$ cat config.mk
export PLATFORM = sky130hd
export DESIGN_NAME = midi_track_event_parser_core
export DESIGN_NICKNAME = d
export VERILOG_FILES = /design/src/rtl/mtep_pkg.sv /design/src/rtl/mtep_out_buf.sv /design/src/rtl/midi_track_event_parser_core.sv
export SDC_FILE = /design/constraint.sdc
export NUM_CORES = 1
export LEC_CHECK = 0
export BUFFER_PORTS_ARGS = -buffer_cell sky130_fd_sc_hd__buf_2
export CAP_MARGIN = 15
export CORE_AREA = 3 3 225 227
export DETAILED_ROUTE_END_ITERATION = 10
export DIE_AREA = 0 0 228 230
export GPL_TIMING_DRIVEN = 0
export PLACE_DENSITY = 0.42
export SYNTH_ARGS = -nofsm -noshare
export SYNTH_HDL_FRONTEND = slang
export SYNTH_SLANG_ARGS = --single-unit
$ cat constraint.sdc
create_clock -name clk -period 20.8 [get_ports clk]
set_clock_uncertainty 0.2 [all_clocks]
set_input_delay 4.16 -clock clk [delete_from_list [all_inputs] [get_ports clk]]
set_output_delay 4.16 -clock clk [all_outputs]
set_load 0.005 [all_outputs]
$ cat src/rtl/mtep_pkg.sv
// ----------------------------------------------------------------------------
// mtep_pkg
// Shared types and constants for the MIDI track event parser: item kinds,
// error codes, status bytes and the decoded result record.
// ----------------------------------------------------------------------------
package mtep_pkg;

  // Default number of 7-bit groups allowed in a variable-length value.
  localparam int unsigned MAX_LENGTH_GROUPS_DEF = 4;

  // Width of the decoded variable-length values.
  localparam int unsigned VLQ_W = 28;

  // Item kinds carried on the result stream.
  localparam logic [2:0] KIND_CHANNEL = 3'd0;
  localparam logic [2:0] KIND_SYSEX   = 3'd1;
  localparam logic [2:0] KIND_META    = 3'd2;
  localparam logic [2:0] KIND_PAYLOAD = 3'd3;
  localparam logic [2:0] KIND_ERROR   = 3'd4;

  // Error codes.
  localparam logic [1:0] ERR_NONE     = 2'd0;
  localparam logic [1:0] ERR_TOO_LONG = 2'd1;
  localparam logic [1:0] ERR_STATUS   = 2'd2;

  // Status and meta bytes of interest.
  localparam logic [7:0] STATUS_SYSEX      = 8'hF0;
  localparam logic [7:0] STATUS_SYSEX_CONT = 8'hF7;
  localparam logic [7:0] STATUS_META       = 8'hFF;
  localparam logic [7:0] STATUS_CHAN_LAST  = 8'hEF;
  localparam logic [7:0] META_END_OF_TRACK = 8'h2F;
  localparam logic [3:0] HI_PROG_CHANGE    = 4'hC;
  localparam logic [3:0] HI_CHAN_PRESSURE  = 4'hD;

  // One decoded result item.
  typedef struct packed {
    logic [2:0]       item_kind;
    logic [VLQ_W-1:0] delta_ticks;
    logic [7:0]       event_type_out;
    logic [3:0]       channel;
    logic [7:0]       first_param;
    logic [7:0]       second_param;
    logic [7:0]       meta_kind;
    logic [VLQ_W-1:0] block_length;
    logic [7:0]       payload_value;
    logic             last_of_block;
    logic             track_done;
    logic [1:0]       error_code;
  } mtep_result_t;

endpackage

$ cat src/rtl/mtep_out_buf.sv
// ----------------------------------------------------------------------------
// mtep_out_buf
// Result register with a skid stage. Ready towards the parser is registered,
// so a result can be written in every cycle while the consumer keeps pace.
// ----------------------------------------------------------------------------
module mtep_out_buf
  import mtep_pkg::*;
(
  input  logic         clk,
  input  logic         rst,
  input  logic         push,
  input  mtep_result_t push_item,
  output logic         space,
  output logic         out_valid,
  input  logic         out_ready,
  output mtep_result_t out_item
);

  logic         main_valid;
  logic         skid_valid;
  mtep_result_t main_item;
  mtep_result_t skid_item;
  logic         pop;

  assign pop       = main_valid & out_ready;
  assign space     = ~skid_valid;
  assign out_valid = main_valid;
  assign out_item  = main_item;

  // Valid flags: the skid stage only fills when the main stage is stalled.
  always_ff @(posedge clk) begin
    if (rst) begin
      main_valid <= 1'b0;
      skid_valid <= 1'b0;
    end else if (pop) begin
      main_valid <= skid_valid | push;
      skid_valid <= 1'b0;
    end else if (!main_valid) begin
      main_valid <= push;
    end else if (push) begin
      skid_valid <= 1'b1;
    end
  end

  // Payload registers.
  always_ff @(posedge clk) begin
    if (pop) begin
      main_item <= skid_valid ? skid_item : push_item;
    end else if (!main_valid) begin
      main_item <= push_item;
    end else if (push) begin
      skid_item <= push_item;
    end
  end

endmodule

$ cat src/rtl/midi_track_event_parser_core.sv
// ----------------------------------------------------------------------------
// midi_track_event_parser_core
// Parses the event bytes of one MIDI track, one byte per transfer, into channel
// events, sysex and meta headers, payload bytes and error items.
// ----------------------------------------------------------------------------
// Results pass through the result register, or the skid stage on a stall, to
// the master side. Throughput: one byte per cycle while the master side keeps
// pace, set by the single pass through the phase decoder and result register.
// Reset clears the parse phase, all accumulators and running status; the
// result buffer comes out of reset empty and ready.
module midi_track_event_parser_core
  import mtep_pkg::*;
#(
  parameter int unsigned MAX_LENGTH_GROUPS = MAX_LENGTH_GROUPS_DEF
) (
  input  logic         clk,
  input  logic         rst,
  input  logic         s_tvalid,
  output logic         s_tready,
  input  logic [7:0]   s_tdata,  // data_byte
  input  logic         s_tuser,  // track_start
  output logic         m_tvalid,
  input  logic         m_tready,
  // delta_ticks, event_type_out, channel, first_param, second_param,
  // meta_kind, block_length, payload_value, track_done, error_code, zero pad
  output logic [103:0] m_tdata,
  output logic [2:0]   m_tuser,  // item_kind
  output logic         m_tlast   // last_of_block
);

  localparam int unsigned GW = $clog2(MAX_LENGTH_GROUPS + 1);
  localparam logic [GW-1:0] GMAX = GW'(MAX_LENGTH_GROUPS);

  typedef enum logic [3:0] {
    PH_DELTA, PH_STATUS, PH_PARAM1, PH_PARAM2, PH_MTYPE,
    PH_LENGTH, PH_PAYLOAD, PH_DONE, PH_ERROR
  } phase_t;

  phase_t           parse_phase, ph, parse_phase_next;
  logic [VLQ_W-1:0] delta_accum, dacc, delta_accum_next;
  logic [GW-1:0]    group_count, gcnt, group_count_next, gcnt_inc;
  logic [7:0]       running_status, rs, running_status_next;
  logic [7:0]       current_status, cs, current_status_next;
  logic [7:0]       held_param, hp, held_param_next;
  logic [7:0]       held_meta_kind, hmk, held_meta_kind_next;
  logic [VLQ_W-1:0] length_accum, lacc, length_accum_next;
  logic [VLQ_W-1:0] bytes_left, bytes_left_next;
  logic [VLQ_W-1:0] bl;

  logic             accept;
  logic             res_valid;
  mtep_result_t     res;
  mtep_result_t     out_item;
  logic             space;
  logic [7:0]       b;

  assign b        = s_tdata;
  assign s_tready = space;
  assign accept   = s_tvalid & s_tready;

  function automatic logic is_chan(input logic [7:0] s);
    return s[7] && (s <= STATUS_CHAN_LAST);
  endfunction

  function automatic logic two_params(input logic [7:0] s);
    return (s[7:4] != HI_PROG_CHANGE) && (s[7:4] != HI_CHAN_PRESSURE);
  endfunction

  // A track start clears the state before the byte is parsed.
  always_comb begin
    if (s_tuser) begin
      ph   = PH_DELTA;
      dacc = '0;
      gcnt = '0;
      rs   = '0;
      cs   = '0;
      hp   = '0;
      hmk  = '0;
      lacc = '0;
      bl   = '0;
    end else begin
      ph   = parse_phase;
      dacc = delta_accum;
      gcnt = group_count;
      rs   = running_status;
      cs   = current_status;
      hp   = held_param;
      hmk  = held_meta_kind;
      lacc = length_accum;
      bl   = bytes_left;
    end
  end

  assign gcnt_inc = gcnt + GW'(1);

  // Phase decoder: next state and the result for this byte.
  always_comb begin
    parse_phase_next    = ph;
    delta_accum_next    = dacc;
    group_count_next    = gcnt;
    running_status_next = rs;
    current_status_next = cs;
    held_param_next     = hp;
    held_meta_kind_next = hmk;
    length_accum_next   = lacc;
    bytes_left_next     = bl;
    res                 = '0;
    res_valid           = 1'b0;

    unique case (ph)
      PH_DELTA: begin
        delta_accum_next = {dacc[VLQ_W-8:0], b[6:0]};
        group_count_next = gcnt_inc;
        if (!b[7]) begin
          group_count_next = '0;
          parse_phase_next = PH_STATUS;
        end else if (gcnt_inc >= GMAX) begin
          parse_phase_next = PH_ERROR;
          res_valid        = 1'b1;
          res.item_kind    = KIND_ERROR;
          res.error_code   = ERR_TOO_LONG;
        end
      end

      PH_STATUS: begin
        if (b[7]) begin
          current_status_next = b;
          if (is_chan(b)) begin
            running_status_next = b;
            parse_phase_next    = PH_PARAM1;
          end else begin
            running_status_next = '0;
            if (b == STATUS_SYSEX || b == STATUS_SYSEX_CONT) begin
              length_accum_next = '0;
              group_count_next  = '0;
              parse_phase_next  = PH_LENGTH;
            end else if (b == STATUS_META) begin
              parse_phase_next = PH_MTYPE;
            end else begin
              parse_phase_next = PH_ERROR;
              res_valid        = 1'b1;
              res.item_kind    = KIND_ERROR;
              res.error_code   = ERR_STATUS;
            end
          end
        end else if (!is_chan(rs)) begin
          parse_phase_next = PH_ERROR;
          res_valid        = 1'b1;
          res.item_kind    = KIND_ERROR;
          res.error_code   = ERR_STATUS;
        end else begin
          // Running status: this byte is the first parameter.
          current_status_next = rs;
          held_param_next     = b;
          if (two_params(rs)) begin
            parse_phase_next = PH_PARAM2;
          end else begin
            res_valid          = 1'b1;
            res.item_kind      = KIND_CHANNEL;
            res.delta_ticks    = dacc;
            res.event_type_out = {rs[7:4], 4'h0};
            res.channel        = rs[3:0];
            res.first_param    = b;
            parse_phase_next   = PH_DELTA;
            delta_accum_next   = '0;
            group_count_next   = '0;
          end
        end
      end

      PH_PARAM1: begin
        held_param_next = b;
        if (two_params(cs)) begin
          parse_phase_next = PH_PARAM2;
        end else begin
          res_valid          = 1'b1;
          res.item_kind      = KIND_CHANNEL;
          res.delta_ticks    = dacc;
          res.event_type_out = {cs[7:4], 4'h0};
          res.channel        = cs[3:0];
          res.first_param    = b;
          parse_phase_next   = PH_DELTA;
          delta_accum_next   = '0;
          group_count_next   = '0;
        end
      end

      PH_PARAM2: begin
        res_valid          = 1'b1;
        res.item_kind      = KIND_CHANNEL;
        res.delta_ticks    = dacc;
        res.event_type_out = {cs[7:4], 4'h0};
        res.channel        = cs[3:0];
        res.first_param    = hp;
        res.second_param   = b;
        parse_phase_next   = PH_DELTA;
        delta_accum_next   = '0;
        group_count_next   = '0;
      end

      PH_MTYPE: begin
        held_meta_kind_next = b;
        length_accum_next   = '0;
        group_count_next    = '0;
        parse_phase_next    = PH_LENGTH;
      end

      PH_LENGTH: begin
        length_accum_next = {lacc[VLQ_W-8:0], b[6:0]};
        group_count_next  = gcnt_inc;
        if (b[7]) begin
          if (gcnt_inc >= GMAX) begin
            parse_phase_next = PH_ERROR;
            res_valid        = 1'b1;
            res.item_kind    = KIND_ERROR;
            res.error_code   = ERR_TOO_LONG;
          end
        end else begin
          // Length complete: give the block header.
          group_count_next   = '0;
          res_valid          = 1'b1;
          res.delta_ticks    = dacc;
          res.event_type_out = cs;
          res.block_length   = length_accum_next;
          if (cs == STATUS_META) begin
            res.item_kind = KIND_META;
            res.meta_kind = hmk;
          end else begin
            res.item_kind = KIND_SYSEX;
          end
          bytes_left_next  = length_accum_next;
          delta_accum_next = '0;
          if (length_accum_next != '0) begin
            parse_phase_next = PH_PAYLOAD;
          end else if (cs == STATUS_META && hmk == META_END_OF_TRACK) begin
            res.track_done   = 1'b1;
            parse_phase_next = PH_DONE;
          end else begin
            parse_phase_next = PH_DELTA;
          end
        end
      end

      PH_PAYLOAD: begin
        res_valid         = 1'b1;
        res.item_kind     = KIND_PAYLOAD;
        res.payload_value = b;
        bytes_left_next   = bl - VLQ_W'(1);
        if (bytes_left_next == '0) begin
          res.last_of_block = 1'b1;
          if (cs == STATUS_META && hmk == META_END_OF_TRACK) begin
            res.track_done   = 1'b1;
            parse_phase_next = PH_DONE;
          end else begin
            parse_phase_next = PH_DELTA;
          end
        end
      end

      PH_DONE, PH_ERROR: begin
        // Bytes are dropped until the next track start.
      end

      default: begin
      end
    endcase
  end

  // Parser state, updated on every accepted byte.
  always_ff @(posedge clk) begin
    if (rst) begin
      parse_phase    <= PH_DELTA;
      delta_accum    <= '0;
      group_count    <= '0;
      running_status <= '0;
      current_status <= '0;
      held_param     <= '0;
      held_meta_kind <= '0;
      length_accum   <= '0;
      bytes_left     <= '0;
    end else if (accept) begin
      parse_phase    <= parse_phase_next;
      delta_accum    <= delta_accum_next;
      group_count    <= group_count_next;
      running_status <= running_status_next;
      current_status <= current_status_next;
      held_param     <= held_param_next;
      held_meta_kind <= held_meta_kind_next;
      length_accum   <= length_accum_next;
      bytes_left     <= bytes_left_next;
    end
  end

  // Result register and skid stage.
  mtep_out_buf u_out_buf (
    .clk       (clk),
    .rst       (rst),
    .push      (accept & res_valid),
    .push_item (res),
    .space     (space),
    .out_valid (m_tvalid),
    .out_ready (m_tready),
    .out_item  (out_item)
  );

  // Pack the result onto the master side.
  assign m_tuser = out_item.item_kind;
  assign m_tlast = out_item.last_of_block;
  assign m_tdata = {1'b0,
                    out_item.error_code,
                    out_item.track_done,
                    out_item.payload_value,
                    out_item.block_length,
                    out_item.meta_kind,
                    out_item.second_param,
                    out_item.first_param,
                    out_item.channel,
                    out_item.event_type_out,
                    out_item.delta_ticks};

endmodule
# After elaboration in Yosys (flattened, before gate mapping)
# Index checks and enable logic that the tools add are counted.
# totals
output_inout_bits	110
reg_bits	339
input_bits	13
# op_classes
order_cmp	3
n_mux	104
n_bitwise	6
n_reduce_logical	15
n_eq_ne	16
n_addsub	2
# op_table
cell	count
2-to-1 mux 28 bit	12
2-to-1 mux 107 bit	3
2-to-1 mux 48 bit	4
case mux 36 bit (4 select lines)	1
case mux 28 bit (5 select lines)	1
2-to-1 mux 8 bit	15
2-to-1 mux 36 bit	3
case mux 28 bit (3 select lines)	1
case mux 28 bit (2 select lines)	1
2-to-1 mux 3 bit	17
2-to-1 mux 4 bit	11
case mux 12 bit (3 select lines)	1
== test 8 bit, second input constant	4
zero test 28 bit	1
case mux 4 bit (7 select lines)	1
nonzero test 28 bit	1
subtractor 28 x 1 -> 28 bit, second input constant	1
2-to-1 mux 2 bit	10
<= comparator 8 bit, second input constant	2
2-to-1 mux 1 bit	16
inequality test 4 bit, second input constant	4
case mux 8 bit (2 select lines)	1
case mux 3 bit (5 select lines)	1
== test 4 x 3 -> 1 bit, second input constant	3
other kinds (20)	31

# Logic depth before layout (Yosys ltp)
# Gate-level depths: netlist of run 1.
# logic_depth
ltp_word	10
depth_mapped	15
mapped_depth_nobuf	12

# Cells and area by module
# Synthesis of run 1 repeated with hierarchy kept, for this count alone.
# hier_totals
hier_cells	1226
area_unflattened_um2	14655.3
# by_module_without_submodules
module	cells_each	n_inst	area_per_inst_um2
mtep_out_buf	344	1	7911.3
midi_track_event_parser_core	882	1	6744.0

# Worst setup path before layout of run 1
# No wires, ideal clock.
# synth_path
kind	input port to flip-flop
start	input m_tready
end	register u_out_buf.skid_item[0] (netlist bit), enable pin
setup_time_ns	1.045
path_buffers	0
stages	2
arrival_time_ns	11.130
slack_ns	8.425
required_ns	19.555
cell_sequence	nand2b_1 > nor2_1
# synth_via
elab_chain_cells	3
# synth_lines
item	line	source
start: declaration	midi_track_event_parser_core.sv:23	input logic m_tready,
AND 1 bit	mtep_out_buf.sv:25	assign pop = main_valid & out_ready;
NOT 1 bit (no line)	n/a	
AND reduction 3 bit (no line)	n/a	
end signal: assignment	mtep_out_buf.sv:52	skid_item <= push_item;
end: declaration	mtep_out_buf.sv:22	mtep_result_t skid_item;
# No other way between the ends.
# A chain may end at the register's enable or synchronous reset.

# Worst setup path after layout of run 1
# layout_path
start	input s_tuser
end	register u_out_buf.skid_item[12] (netlist bit), enable pin
# layout_via
elab_chain_cells	9
elab_cells_between_ends	31
cone_classes	1 x add/sub; 2 x order compare; 9 x eq/ne; 12 x mux; 1 x bitwise; 6 x reduce/logical
# layout_lines
item	line	source
start: declaration	midi_track_event_parser_core.sv:21	input logic s_tuser,
parallel branches: the longest is 6 deep, another holds adder 3 x 1 -> 3 bit	n/a	
case mux 1 bit (5 select lines) *	midi_track_event_parser_core.sv:110	unique case (ph)
AND 1 bit *	midi_track_event_parser_core.sv:298	.push (accept & res_valid),
AND reduction 3 bit (no line) *	n/a	
# Mark *: on every way between the ends.

==> impl_summary.md, run 1 <==
Floorplanning
Once the floorplan was initialized, standard cells occupied 29.8% of the core. 123 I/O pins were placed. After floorplanning, the core was divided into 81 placement rows. From left edge to right edge, the die measures 228 um.

The floorplan step defined a die boundary enclosing 52400 um2. The die is 230 um tall. The total area inside the core boundary comes to 48800 um2.

Synthesis
The Yosys step of the flow raised 0 warnings. For this run, the leading register cell type out of synthesis is sky130_fd_sc_hd__edfxtp_1. The average instance in the mapped netlist occupies 11.1 um2. The mapped netlist covers 14600 um2. The proportion of register bits with asynchronous set or reset after synthesis is 0%. The post-synthesis instance total is 1312. The unique cell type count in the Yosys netlist is 77. After synthesis, flip-flops and latches occupy 60.4% of the total area. Yosys mapped a number of flops with a built-in enable equal to 214. The number of nets in the synthesized netlist is 1328. After synthesis the netlist holds a flip-flop and latch count of 332.

Global routing
Global routing consumed, over all layers together, 17.0% of the routing resources. The via count of the first global-routing pass is 10900. The initial antenna violation count was 1.

Entering global routing, the biggest net connects 60 pins. The first-pass GRT wire length is 68500 um. After global routing the overflow that remains totals 0.

Timing
The worst hold slack after final layout is 284 ps. For this run, the top clock speed supported by timing is 110 MHz. The minimum clock period is 9060 ps. The number of pins exceeding their max-slew limit in the final report came to 0. The final number of setup-violating endpoints is 0. Setup repair after global routing left no endpoint under its margin. In the final timing run, aggregate negative setup slack is 0 ps. The total count of hold-check failures in the final report was 0. At the pin with the least slew margin, the transition time is 1170 ps.

The post-route fraction of the period consumed by the critical path is 43.5%. Measured against its own limit, the worst slew margin works out to 21.7%.

Detailed routing
The average detailed-routed wire length per instance is 21.0 um. Wires add up to 45700 um. The vias per cell is 5.00. The first TritonRoute pass finished after 5 iterations. The detailed router finished its first iteration with 651 violations. After detailed routing, the number of remaining DRC violations is 0. The via count of the routed design is 10900. Once detail routing completed, the nets flagged for antenna violations numbered 0.

Critical path
STA classifies the critical path endpoint as a flop. On the critical path, the stage with the largest delay is an instance of sky130_fd_sc_hd__o41ai_1. The start point of the critical path is s_tuser. The family with the most delay on the worst path is buffers and inverters. The endpoint identified for the worst register-to-register timing path is u_out_buf.skid_item[12]. Following the worst setup path forward leads to its endpoint at u_out_buf.skid_item[12]. The signal on the critical path passes through buf_2 -> buf_1 -> clkbuf_1 -> clkbuf_1 -> nor2b_1 -> ha_1 -> xnor2_1 -> a21oi_1 -> o41ai_1 -> nor2_4 -> buf_16 -> buf_16 -> buf_12. The endpoint required time on the critical path is 20890 ps. The worst register-to-register path begins at parse_phase[2].

The startpoint-to-endpoint class of the critical path is primary input to flop. The worst register-to-register path has a depth of 12. For the worst setup path, the data arrival time is 9140 ps. Together, buffers and inverters on the worst path number 7. Of all nets on the critical path, the largest fanout is 28. The register-to-register setup slack is 16530 ps.

The total stage count of the critical path is 13. STA classifies the critical path startpoint as a primary input. The largest single stage delay on the critical path is 990 ps.

Clock tree
Gates resized during post-CTS repair numbered 0. Counting every sink on the clock net gives 332. The clock buffer count from CTS is 40.

At the later pin of the worst-skew pair, clock insertion delay measures 560 ps. CTS placed an instance of sky130_fd_sc_hd__clkbuf_16 at the clock tree root. TritonCTS built the clock tree.

The number of setup buffers added after CTS is 0. The clock transition at the register clock pins on the worst setup and hold paths after CTS is 60 ps. No sink is reached through more buffers than the 3 on the longest clock path. The clock tree synthesis step divided the H-tree into 2 levels. The cts-stage hold buffer count is 0.

Power and ir drop
The power share of the combinational group is 4.9%. Per report_power, the clock group accounts for 46.8% of the total. The sequential share of power is 48.3%. The switching share of total power is 22.8%. The internal cell power is 1.14 mW. The worst-case IR drop observed on VDD is 42.8 uV. Summed over all nets, the switching power comes to 335 uW. Dividing total power by cell area gives a power density of 84.6 nW/um2. Summed over all cells, the static leakage comes to 7.14 nW.

Finish
The share of cells above drive strength 1 is 19.3%. 0 antenna diodes ended up in the layout. The area of all placed cells without fillers is 17400 um2. In the layout the commonest cells are sky130_fd_sc_hd__edfxtp_1, sky130_fd_sc_hd__nor2_1, sky130_fd_sc_hd__buf_2. The number of nets in the layout is 1493. The library cell used most frequently in the layout, excluding fill and tap cells, is sky130_fd_sc_hd__edfxtp_1. Once layout is complete, the utilization of the core stands at 35.6%. The layout filler cell count is 5058. The signed area change from the synthesized netlist to the final layout is 19.5%.

Placed design
The cell area reported after detailed placement is 16100 um2. The wire-length estimate of the detail-placed layout is 31900 um. The number of buffers added on ports is 118. The congestion estimate from routability-driven global placement came to 0.905.

Flow run
The count of max-cap constraint violations is 0.

Outcome
The run finished with clean final reports.

Hold path
In this run the worst hold path is classified as flop to flop.
## state kept, by name, summed over array words and instances (netlist names)
register,flops
held_param,8
u_out_buf.skid_item,107
length_accum,21
group_count,3
held_meta_kind,8
current_status,8
bytes_left,28
u_out_buf.out_valid,1
u_out_buf.skid_valid,1
parse_phase,4
delta_accum,28
u_out_buf.out_item,107
running_status,8
## Yosys cell counts, types with 12 or more instances
master	n	share of area, %
sky130_fd_sc_hd__nand3_1	15	0.52
sky130_fd_sc_hd__nor3_1	23	0.79
sky130_fd_sc_hd__and3_1	25	1.1
sky130_fd_sc_hd__mux2_2	76	5.9
sky130_fd_sc_hd__nor2_1	169	4.4
sky130_fd_sc_hd__nand2_1	114	2.9
sky130_fd_sc_hd__edfxtp_1	214	44
sky130_fd_sc_hd__dfxtp_1	118	16
sky130_fd_sc_hd__a21oi_1	54	1.9
sky130_fd_sc_hd__nor2b_1	12	0.52
sky130_fd_sc_hd__and2_1	46	2.0
sky130_fd_sc_hd__a22oi_1	90	4.6
sky130_fd_sc_hd__a22o_1	13	0.78
sky130_fd_sc_hd__inv_1	34	0.88
sky130_fd_sc_hd__clkbuf_1	84	2.2
sky130_fd_sc_hd__o21ai_0	72	2.5
## layer usage
layer | vias up | wire [um] | global-route usage, %
met1 | 5367 | 20100 | 22.1
met5 | - | 0 | 0
li1 | 5125 | - | -
met3 | 95 | 2170 | 3.26
met2 | 282 | 22000 | 28.5
met4 | 0 | 1410 | 5.86
## logic make-up (layout without fill, tap and decap cells)
logic type | count (synthesis) | in the layout | share of synthesized area [%]
AND/OR/NAND/NOR | 464 | 464 | 15.7
flip-flops | 332 | 332 | 60.4
AO/OA/AOI/OAI | 288 | 288 | 13.2
buffers and inverters | 134 | 331 | 3.71
multiplexers | 77 | 77 | 5.95
XOR/XNOR | 13 | 13 | 0.782
adder cells (fa/ha/maj) | 3 | 3 | 0.258
other | 1 | 1 | 0.0258
## layout make-up
| cell class | instances | area, um2 | share of cell area, % |
|---|---|---|---|
| timing repair buffer | 123 | 713 | 4.10 |
| tap | 664 | 831 | 4.77 |
| sequential | 332 | 8790 | 50.5 |
| buffer | 100 | 413 | 2.37 |
| clock buffer | 55 | 1110 | 6.38 |
| multi-input combinational | 846 | 5240 | 30.1 |
| clock inverter | 19 | 176 | 1.01 |
| inverter | 34 | 128 | 0.733 |
## worst register-to-register path, stage by stage, from the launching register on
cell	delay (ps)
sky130_fd_sc_hd__dfxtp_1	300
sky130_fd_sc_hd__clkbuf_1	320
sky130_fd_sc_hd__nor2_1	120
sky130_fd_sc_hd__nand2_1	100
sky130_fd_sc_hd__nor3b_1	60
sky130_fd_sc_hd__clkbuf_1	290
sky130_fd_sc_hd__or2_2	360
sky130_fd_sc_hd__clkbuf_1	210
sky130_fd_sc_hd__o41ai_1	1060
sky130_fd_sc_hd__nor2_4	330
sky130_fd_sc_hd__buf_16	280
sky130_fd_sc_hd__buf_16	180
sky130_fd_sc_hd__buf_12	190
## worst min path at each step
| stage | endpoint | from | cells after the start | slack (ps) |
|---|---|---|---|---|
| after floorplan | group_count[0] | group_count[0] | 1 | 230 |
| after global placement | group_count[0] | group_count[0] | 1 | 250 |
| after detailed placement | group_count[0] | group_count[0] | 1 | 260 |
| after CTS | group_count[0] | group_count[0] | 1 | 270 |
| after global routing | group_count[0] | group_count[0] | 1 | 300 |
| final | group_count[0] | group_count[0] | 1 | 280 |
## power groups by stage
stage	sequential (mW)	clock [mW]	combinational [mW]
after floorplan	0.725	0	0.0396
after global placement	0.726	0	0.0719
after detailed placement	0.725	0	0.0729
after CTS	0.711	0.712	0.0730
after global routing	0.712	0.740	0.0792
final	0.711	0.689	0.0727
## metrics by stage
step / total power [mW] / instances / setup slack (ps)
floorplan: 0.765 / 1312 / 8430
global placement: 0.798 / 2094 / 1050
detailed placement: 0.798 / 2099 / 11300
CTS: 1.50 / 2173 / 11880
global route: 1.53 / 2173 / 11700
finish: 1.47 / 2173 / 11740
No activity file was read; power rests on OpenSTA's default activity.
==> run 2: changes to the inputs <==
- clock period: 20.8 -> 9.3 ns (I/O delays scaled with it)
==> impl_summary.md, run 2 (synthesis results as in run 1) <==
Floorplanning
The starting density of the core is 29.8% (unchanged). The full die area is 52400 um2 (unchanged). The core area is 48800 um2 (unchanged). The number of primary I/O pins came to 123 (unchanged). The die height is 230 um (unchanged).

The floorplan die width is 228 um (unchanged). The number of rows created at floorplan is 81 (unchanged).

Timing
Setup repair after global routing left no endpoint under its margin. The post-route fraction of the period consumed by the critical path is 71.3%. The relative slew slack is 24.0% (+2.3 points). The clock period could shrink to 6640 ps.

The total count of hold-check failures in the final report came to 0 (unchanged). The final number of setup-violating endpoints is 0 (unchanged). The worst setup margin was 2660 ps (-9080 ps). The number of pins exceeding their max-slew limit in the final report is 0 (unchanged). The transition time at the pin with the least slew margin is 1140 ps (-27.8 ps). The timing-limited maximum frequency is 151 MHz.

Finish
The area of all placed cells without fillers is 17400 um2 (about the same). The share of cells above drive strength 1 is 19.6% (+0.33 points). The number of nets in the layout came to 1493 (unchanged). The most common library cell in the layout ignoring fill and taps is sky130_fd_sc_hd__edfxtp_1. The post-route non-filler standard cell count is 2173 (unchanged). The signed area change from the synthesized netlist to the final layout is 19.6% (about the same). The top cell types in the final layout, fill and taps aside, are sky130_fd_sc_hd__edfxtp_1, sky130_fd_sc_hd__nor2_1, sky130_fd_sc_hd__buf_2. The layout filler cell count is 5006 (-1.0%). The antenna cell count is 0 (unchanged).

The core utilization of the finished layout is 35.6% (about the same).

Clock tree
The post-cts gate resize count is 0 (unchanged). The total number of clock tree sinks came to 332 (unchanged). The count of H-tree levels built during CTS is 2 (unchanged).

The clock buffer count from CTS was 40 (unchanged). TritonCTS built the clock tree. The cts-stage hold buffer count is 0 (unchanged). The clock latency reported for the late side of the worst-skew pair is 550 ps (about the same).

The number of setup buffers added after CTS is 0 (unchanged). The clock transition at the register clock pins on the worst setup and hold paths after CTS was 60 ps (about the same). The clock root buffer master is sky130_fd_sc_hd__clkbuf_16. The clock tree buffer depth came to 3 (unchanged).

Critical path
STA classifies the critical path startpoint as a primary input. The buffering stage count on the worst path with inverters included was 7 (unchanged). The critical path goes through buf_2 -> buf_1 -> clkbuf_1 -> clkbuf_1 -> nor2b_1 -> ha_1 -> xnor2_1 -> a21oi_1 -> o41ai_1 -> nor2_4 -> buf_16 -> buf_16 -> buf_12. The worst setup path is of the primary input to flop kind. The data arrival at the endpoint of the critical path is 6720 ps (-2420 ps). The largest fanout of any net on the critical path is 29 (+3.6%). The endpoint required time on the critical path is 9380 ps (-11510 ps). STA classifies the critical path endpoint as a flop.

The highest cell delay on the worst timing path came to 930 ps (-60 ps). The slowest stage of the critical path is the sky130_fd_sc_hd__o41ai_1 cell. Broken down by cell family, the worst path's largest delay share belongs to buffers and inverters.

Placed design
The number of buffers added on ports was 118 (unchanged). The placer's final routability congestion estimate came to 0.913 (+0.85%). The worst slack at placement is 2200 ps (-9110 ps). The count of placed standard cells including taps is 2099 (unchanged). The half-perimeter wire length of the detailed placement result is 31700 um (-0.65%).

The cell area reported after detailed placement came to 16100 um2 (unchanged).

Global routing
The global-route total usage across every layer is 17.0% (-0.031 points). The first-pass GRT wire length is 68500 um (about the same). The residual overflow from global routing is 0 (unchanged). The pin count of the biggest net entering global routing is 61 (+1.7%).

The initial antenna violation count was 0 (-1). The via count of the first global-routing pass was 11000 (+1.2%).

Detailed routing
The post-detailed-route count of antenna-violating nets is 0 (unchanged). The final routed wirelength across all metal layers is 45500 um (-0.40%). The initial detailed-routing violation count is 782 (+20%). The vias per cell was 4.97 (-0.61%). The average detailed-routed wire length per instance is 20.9 um (-0.40%). The detailed-routing iteration count for the pre-antenna-repair pass is 5 (unchanged).

The via count of the routed design is 10800 (-0.61%). The number of remaining DRC errors is 0 (unchanged).

Power and ir drop
The power share of the combinational group is 4.9% (about the same). The power per cell area is 189 nW/um2 (+120%). The switching power came to 750 uW (+120%). The worst IR drop on VDD was 125 uV (+190%).

The internal cell power is 2.53 mW (+120%). The share of power burned in the clock network came to 46.7% (about the same). The sequential share of power is 48.4% (about the same). The switching share of total power was 22.8% (+0.077 points). The leakage power of the design is 7.15 nW (+0.13%).

Hold path
The worst min-delay path category is flop to flop.

Outcome
The run finished with clean final reports.

Flow run
The count of max-cap constraint violations is 0 (unchanged).
## run 2: area by class of cell
| type | count | area [um2] | area share (%) |
|---|---|---|---|
| flip-flops and latches | 332 | 8790 | 50.5 |
| multi-input cells | 846 | 5240 | 30.1 |
| clock buffers | 56 | 1130 | 6.51 |
| well taps | 664 | 831 | 4.77 |
| repair buffers | 123 | 713 | 4.10 |
| plain buffers | 100 | 413 | 2.37 |
| clock inverters | 18 | 155 | 0.892 |
| inverters | 34 | 128 | 0.733 |
## run 2: power by group through the flow
stage	sequential, mW	combinational [mW]	clock (mW)
2_1_floorplan	1.62	0.0886	0
3_3_place_gp	1.62	0.160	0
3_5_place_dp	1.62	0.162	0
4_1_cts	1.59	0.163	1.59
5_1_grt	1.59	0.176	1.64
6_report	1.59	0.162	1.53
## run 2: path summary, 6_finish.rpt
check / start / end / slack [ps] / depth (start not counted)
setup / recovery: s_tuser / u_out_buf.skid_item[9] / 2660 / 13
hold / removal: group_count[0] / group_count[0] / 270 / 1
setup reg to reg: parse_phase[2] / u_out_buf.skid_item[9] / 5070 / 12
hold reg to reg: group_count[0] / group_count[0] / 270 / 1
## run 2: metal layers
metal | global-route usage [%] | wire (um)
met5 | 0 | 0
met1 | 21.8 | 20000
met2 | 28.4 | 21800
met3 | 3.53 | 2190
met4 | 6.12 | 1490
## run 2: stage by stage
stage | setup TNS (ps) | hold slack, ps | power, mW
after floorplan | 0 | 229 | 1.71
after detailed placement | 0 | 258 | 1.78
after CTS | 0 | 266 | 3.34
after global routing | 0 | 321 | 3.41
after global placement | -372940 | 247 | 1.78
final | 0 | 268 | 3.28
==> run 3: changes to the inputs <==
- PLACE_DENSITY: 0.42 -> 0.44
- clock period: 9.3 -> 6 ns (I/O delays scaled with it)
==> impl_summary.md, run 3 (synthesis results as in run 1) <==
Timing
The routed design could run at a clock period as short as 5890 ps. The total negative slack is 0 ps (unchanged). The final critical path takes up 98.2% of the cycle. For this run, the top clock speed supported by timing is 170 MHz. The transition time at the pin with the least slew margin is 1050 ps (-90.7 ps). The total count of hold-check failures in the final report is 0 (unchanged).

The relative slew slack is 30.0% (+6.0 points). The worst hold slack after final layout is 262 ps (-5.94 ps). Setup repair after global routing left no endpoint under its margin.

The number of pins exceeding their max-slew limit in the final report is 0 (unchanged). The final number of setup-violating endpoints is 0 (unchanged).

Critical path
The endpoint identified for the worst register-to-register timing path is u_out_buf.skid_item[9]. The register-to-register setup slack was 1830 ps (-3240 ps). Traced cell by cell, the critical path runs through buf_2 -> inv_1 -> clkbuf_1 -> clkbuf_1 -> nand2_1 -> ha_1 -> and2_1 -> clkbuf_1 -> nor2_1 -> o21ai_0 -> a32o_1 -> nor4_4 -> a21oi_2 -> o31ai_2.

Following the worst setup path forward leads to its endpoint at u_out_buf.out_item[2]. The highest cell delay on the worst timing path was 710 ps (-220 ps). The data arrival at the endpoint of the critical path is 6060 ps (-660 ps). The largest fanout of any net on the critical path is 10 (-66%). STA classifies the critical path startpoint as a primary input.

The logic depth of the worst register-to-register path was 12 (unchanged). On the critical path, the stage with the largest delay is an instance of sky130_fd_sc_hd__clkbuf_1. The worst flop-to-flop path startpoint is parse_phase[2]. The startpoint-to-endpoint class of the critical path is primary input to flop. The kind of end point of the critical path is a flop. The cell that appears most often on the critical path is sky130_fd_sc_hd__clkbuf_1. Tracing the worst setup path back leads to its startpoint at s_tuser.

The endpoint required time on the critical path is 6160 ps (-3220 ps).

Global routing
The residual overflow from global routing is 0 (unchanged). The initial antenna violation count is 0 (unchanged). The via count of the first global-routing pass is 10800 (-1.3%).

The global-route total usage across every layer was 16.9% (-0.10 points). The first-pass GRT wire length is 68100 um (-0.68%). The pin count of the biggest net entering global routing was 59 (-3.3%).

Detailed routing
The post-detailed-route count of antenna-violating nets is 0 (unchanged). The final routed wirelength across all metal layers is 45300 um (-0.48%). The via count of the routed design is 10800 (-0.26%). The average detailed-routed wire length per instance is 20.9 um (-0.39%).

The number of remaining DRC errors is 0 (unchanged). The initial detailed-routing violation count was 732 (-6.4%). The detailed-routing iteration count for the pre-antenna-repair pass was 7 (+2). The vias per cell is 4.96 (-0.17%).

Placed design
The count of placed standard cells including taps is 2099 (unchanged). The placer's final routability congestion estimate is 0.889 (-2.7%). The half-perimeter wire length of the detailed placement result is 31700 um (-0.15%).

The number of buffers added on ports is 118 (unchanged).

Clock tree
The total number of clock tree sinks is 332 (unchanged). The TritonCTS clock tree is yes. The clock buffer count from CTS came to 39 (-2.5%).

The clock tree buffer depth is 3 (unchanged). The count of H-tree levels built during CTS is 2 (unchanged). The post-cts gate resize count is 0 (unchanged). The clock root buffer master is sky130_fd_sc_hd__clkbuf_16. The clock transition at the register clock pins on the worst setup and hold paths after CTS is 60 ps (about the same).

The clock latency reported for the late side of the worst-skew pair is 560 ps (about the same). The number of setup buffers added after CTS is 0 (unchanged). The cts-stage hold buffer count was 0 (unchanged).

Outcome
The run finished with clean final reports.

Finish
The layout filler cell count came to 4962 (-0.88%). The number of nets in the layout is 1492 (-0.067%). The post-route non-filler standard cell count is 2171 (-0.092%).

The most common library cell in the layout ignoring fill and taps is sky130_fd_sc_hd__edfxtp_1. The area of all sequential standard cells is 8790 um2 (unchanged). The footprint of the multi-input gates is 5240 um2 (unchanged). The top cell types in the final layout, fill and taps aside, are sky130_fd_sc_hd__edfxtp_1, sky130_fd_sc_hd__nor2_1, sky130_fd_sc_hd__buf_2. The antenna cell count is 0 (unchanged). The signed area change from the synthesized netlist to the final layout is 19.9%. The share of cells above drive strength 1 is 20.0% (+0.42 points).

Floorplanning
The number of primary I/O pins is 123 (unchanged). The full die area is 52400 um2 (unchanged). The core area is 48800 um2 (unchanged). The starting density of the core came to 29.8% (unchanged). The die height is 230 um (unchanged). The number of rows created at floorplan is 81 (unchanged).

The floorplan die width is 228 um (unchanged).

Power and ir drop
The leakage power of the design is 7.18 nW (+0.44%). The worst IR drop on VDD is 148 uV (+18%). The total power of the final layout was 5.16 mW (+57%).

The power per cell area is 296 nW/um2 (+57%).

Flow run
The count of max-cap constraint violations is 0 (unchanged).

Hold path
The worst min-delay path category is flop to flop.
==> run 3: cell types whose count changed in the layout (fill, tap and decap cells not counted), moves of 2 or more <==
cell	delta
sky130_fd_sc_hd__clkinv_1	-2
sky130_fd_sc_hd__clkbuf_8	+5
sky130_fd_sc_hd__clkbuf_16	-2
sky130_fd_sc_hd__clkbuf_1	-5
==> run 3: critical path: cells and delay by family <==
family / cells / cell delay (ps)
simple gates: 4 / 1490
buf+inv: 5 / 2070
fa+ha+maj: 1 / 320
compound gates: 4 / 960
==> run 3: cell type report <==
| cell class | count | area share, % |
|---|---|---|
| Timing Repair Buffer | 123 | 4.09 |
| Multi-Input combinational cell | 846 | 30.0 |
| Tap cell | 664 | 4.76 |
| Clock buffer | 55 | 6.52 |
| Buffer | 100 | 2.38 |
| Clock inverter | 17 | 1.15 |
| Sequential cell | 332 | 50.4 |
| Inverter | 34 | 0.731 |
==> run 3: layer usage <==
metal  routed length, um  vias to the layer above  global-route usage, %
met1               19500                     5323                   21.1
met5                   0                        -                      0
met3                2210                       91                   3.52
li1                    -                     5110                      -
met2               21800                      251                   28.4
met4                1790                        0                   7.26
==> run 3: per-stage QoR <==
stage / util [%] / cell area, um2 / setup WS [ps]
after floorplan: - / 14600 / 1020
after global placement: 32.7 / 16000 / -846
after detailed placement: 33.0 / 16100 / -302
after CTS: 35.7 / 17500 / 302
after global routing: 35.7 / 17500 / 19.7
final: 35.7 / 17500 / 106
==> run 3: power by group <==
| group | switching, mW | leakage [nW] | internal [mW] | total [mW] |
|---|---|---|---|---|
| logic | 0.178 | 3.14 | 0.0721 | 0.250 |
| registers | 0.0180 | 3.38 | 2.45 | 2.46 |
| clock network | 0.982 | 0.655 | 1.46 | 2.45 |
==> run 3: worst min path at each step <==
| stage | from | to | slack (ps) | depth (start not counted) |
|---|---|---|---|---|
| after floorplan | group_count[0] | group_count[0] | 230 | 1 |
| after global placement | group_count[0] | group_count[0] | 250 | 1 |
| after detailed placement | group_count[0] | group_count[0] | 250 | 1 |
| after CTS | group_count[0] | group_count[0] | 260 | 1 |
| after global routing | group_count[0] | group_count[0] | 300 | 1 |
| final | group_count[0] | group_count[0] | 260 | 1 |
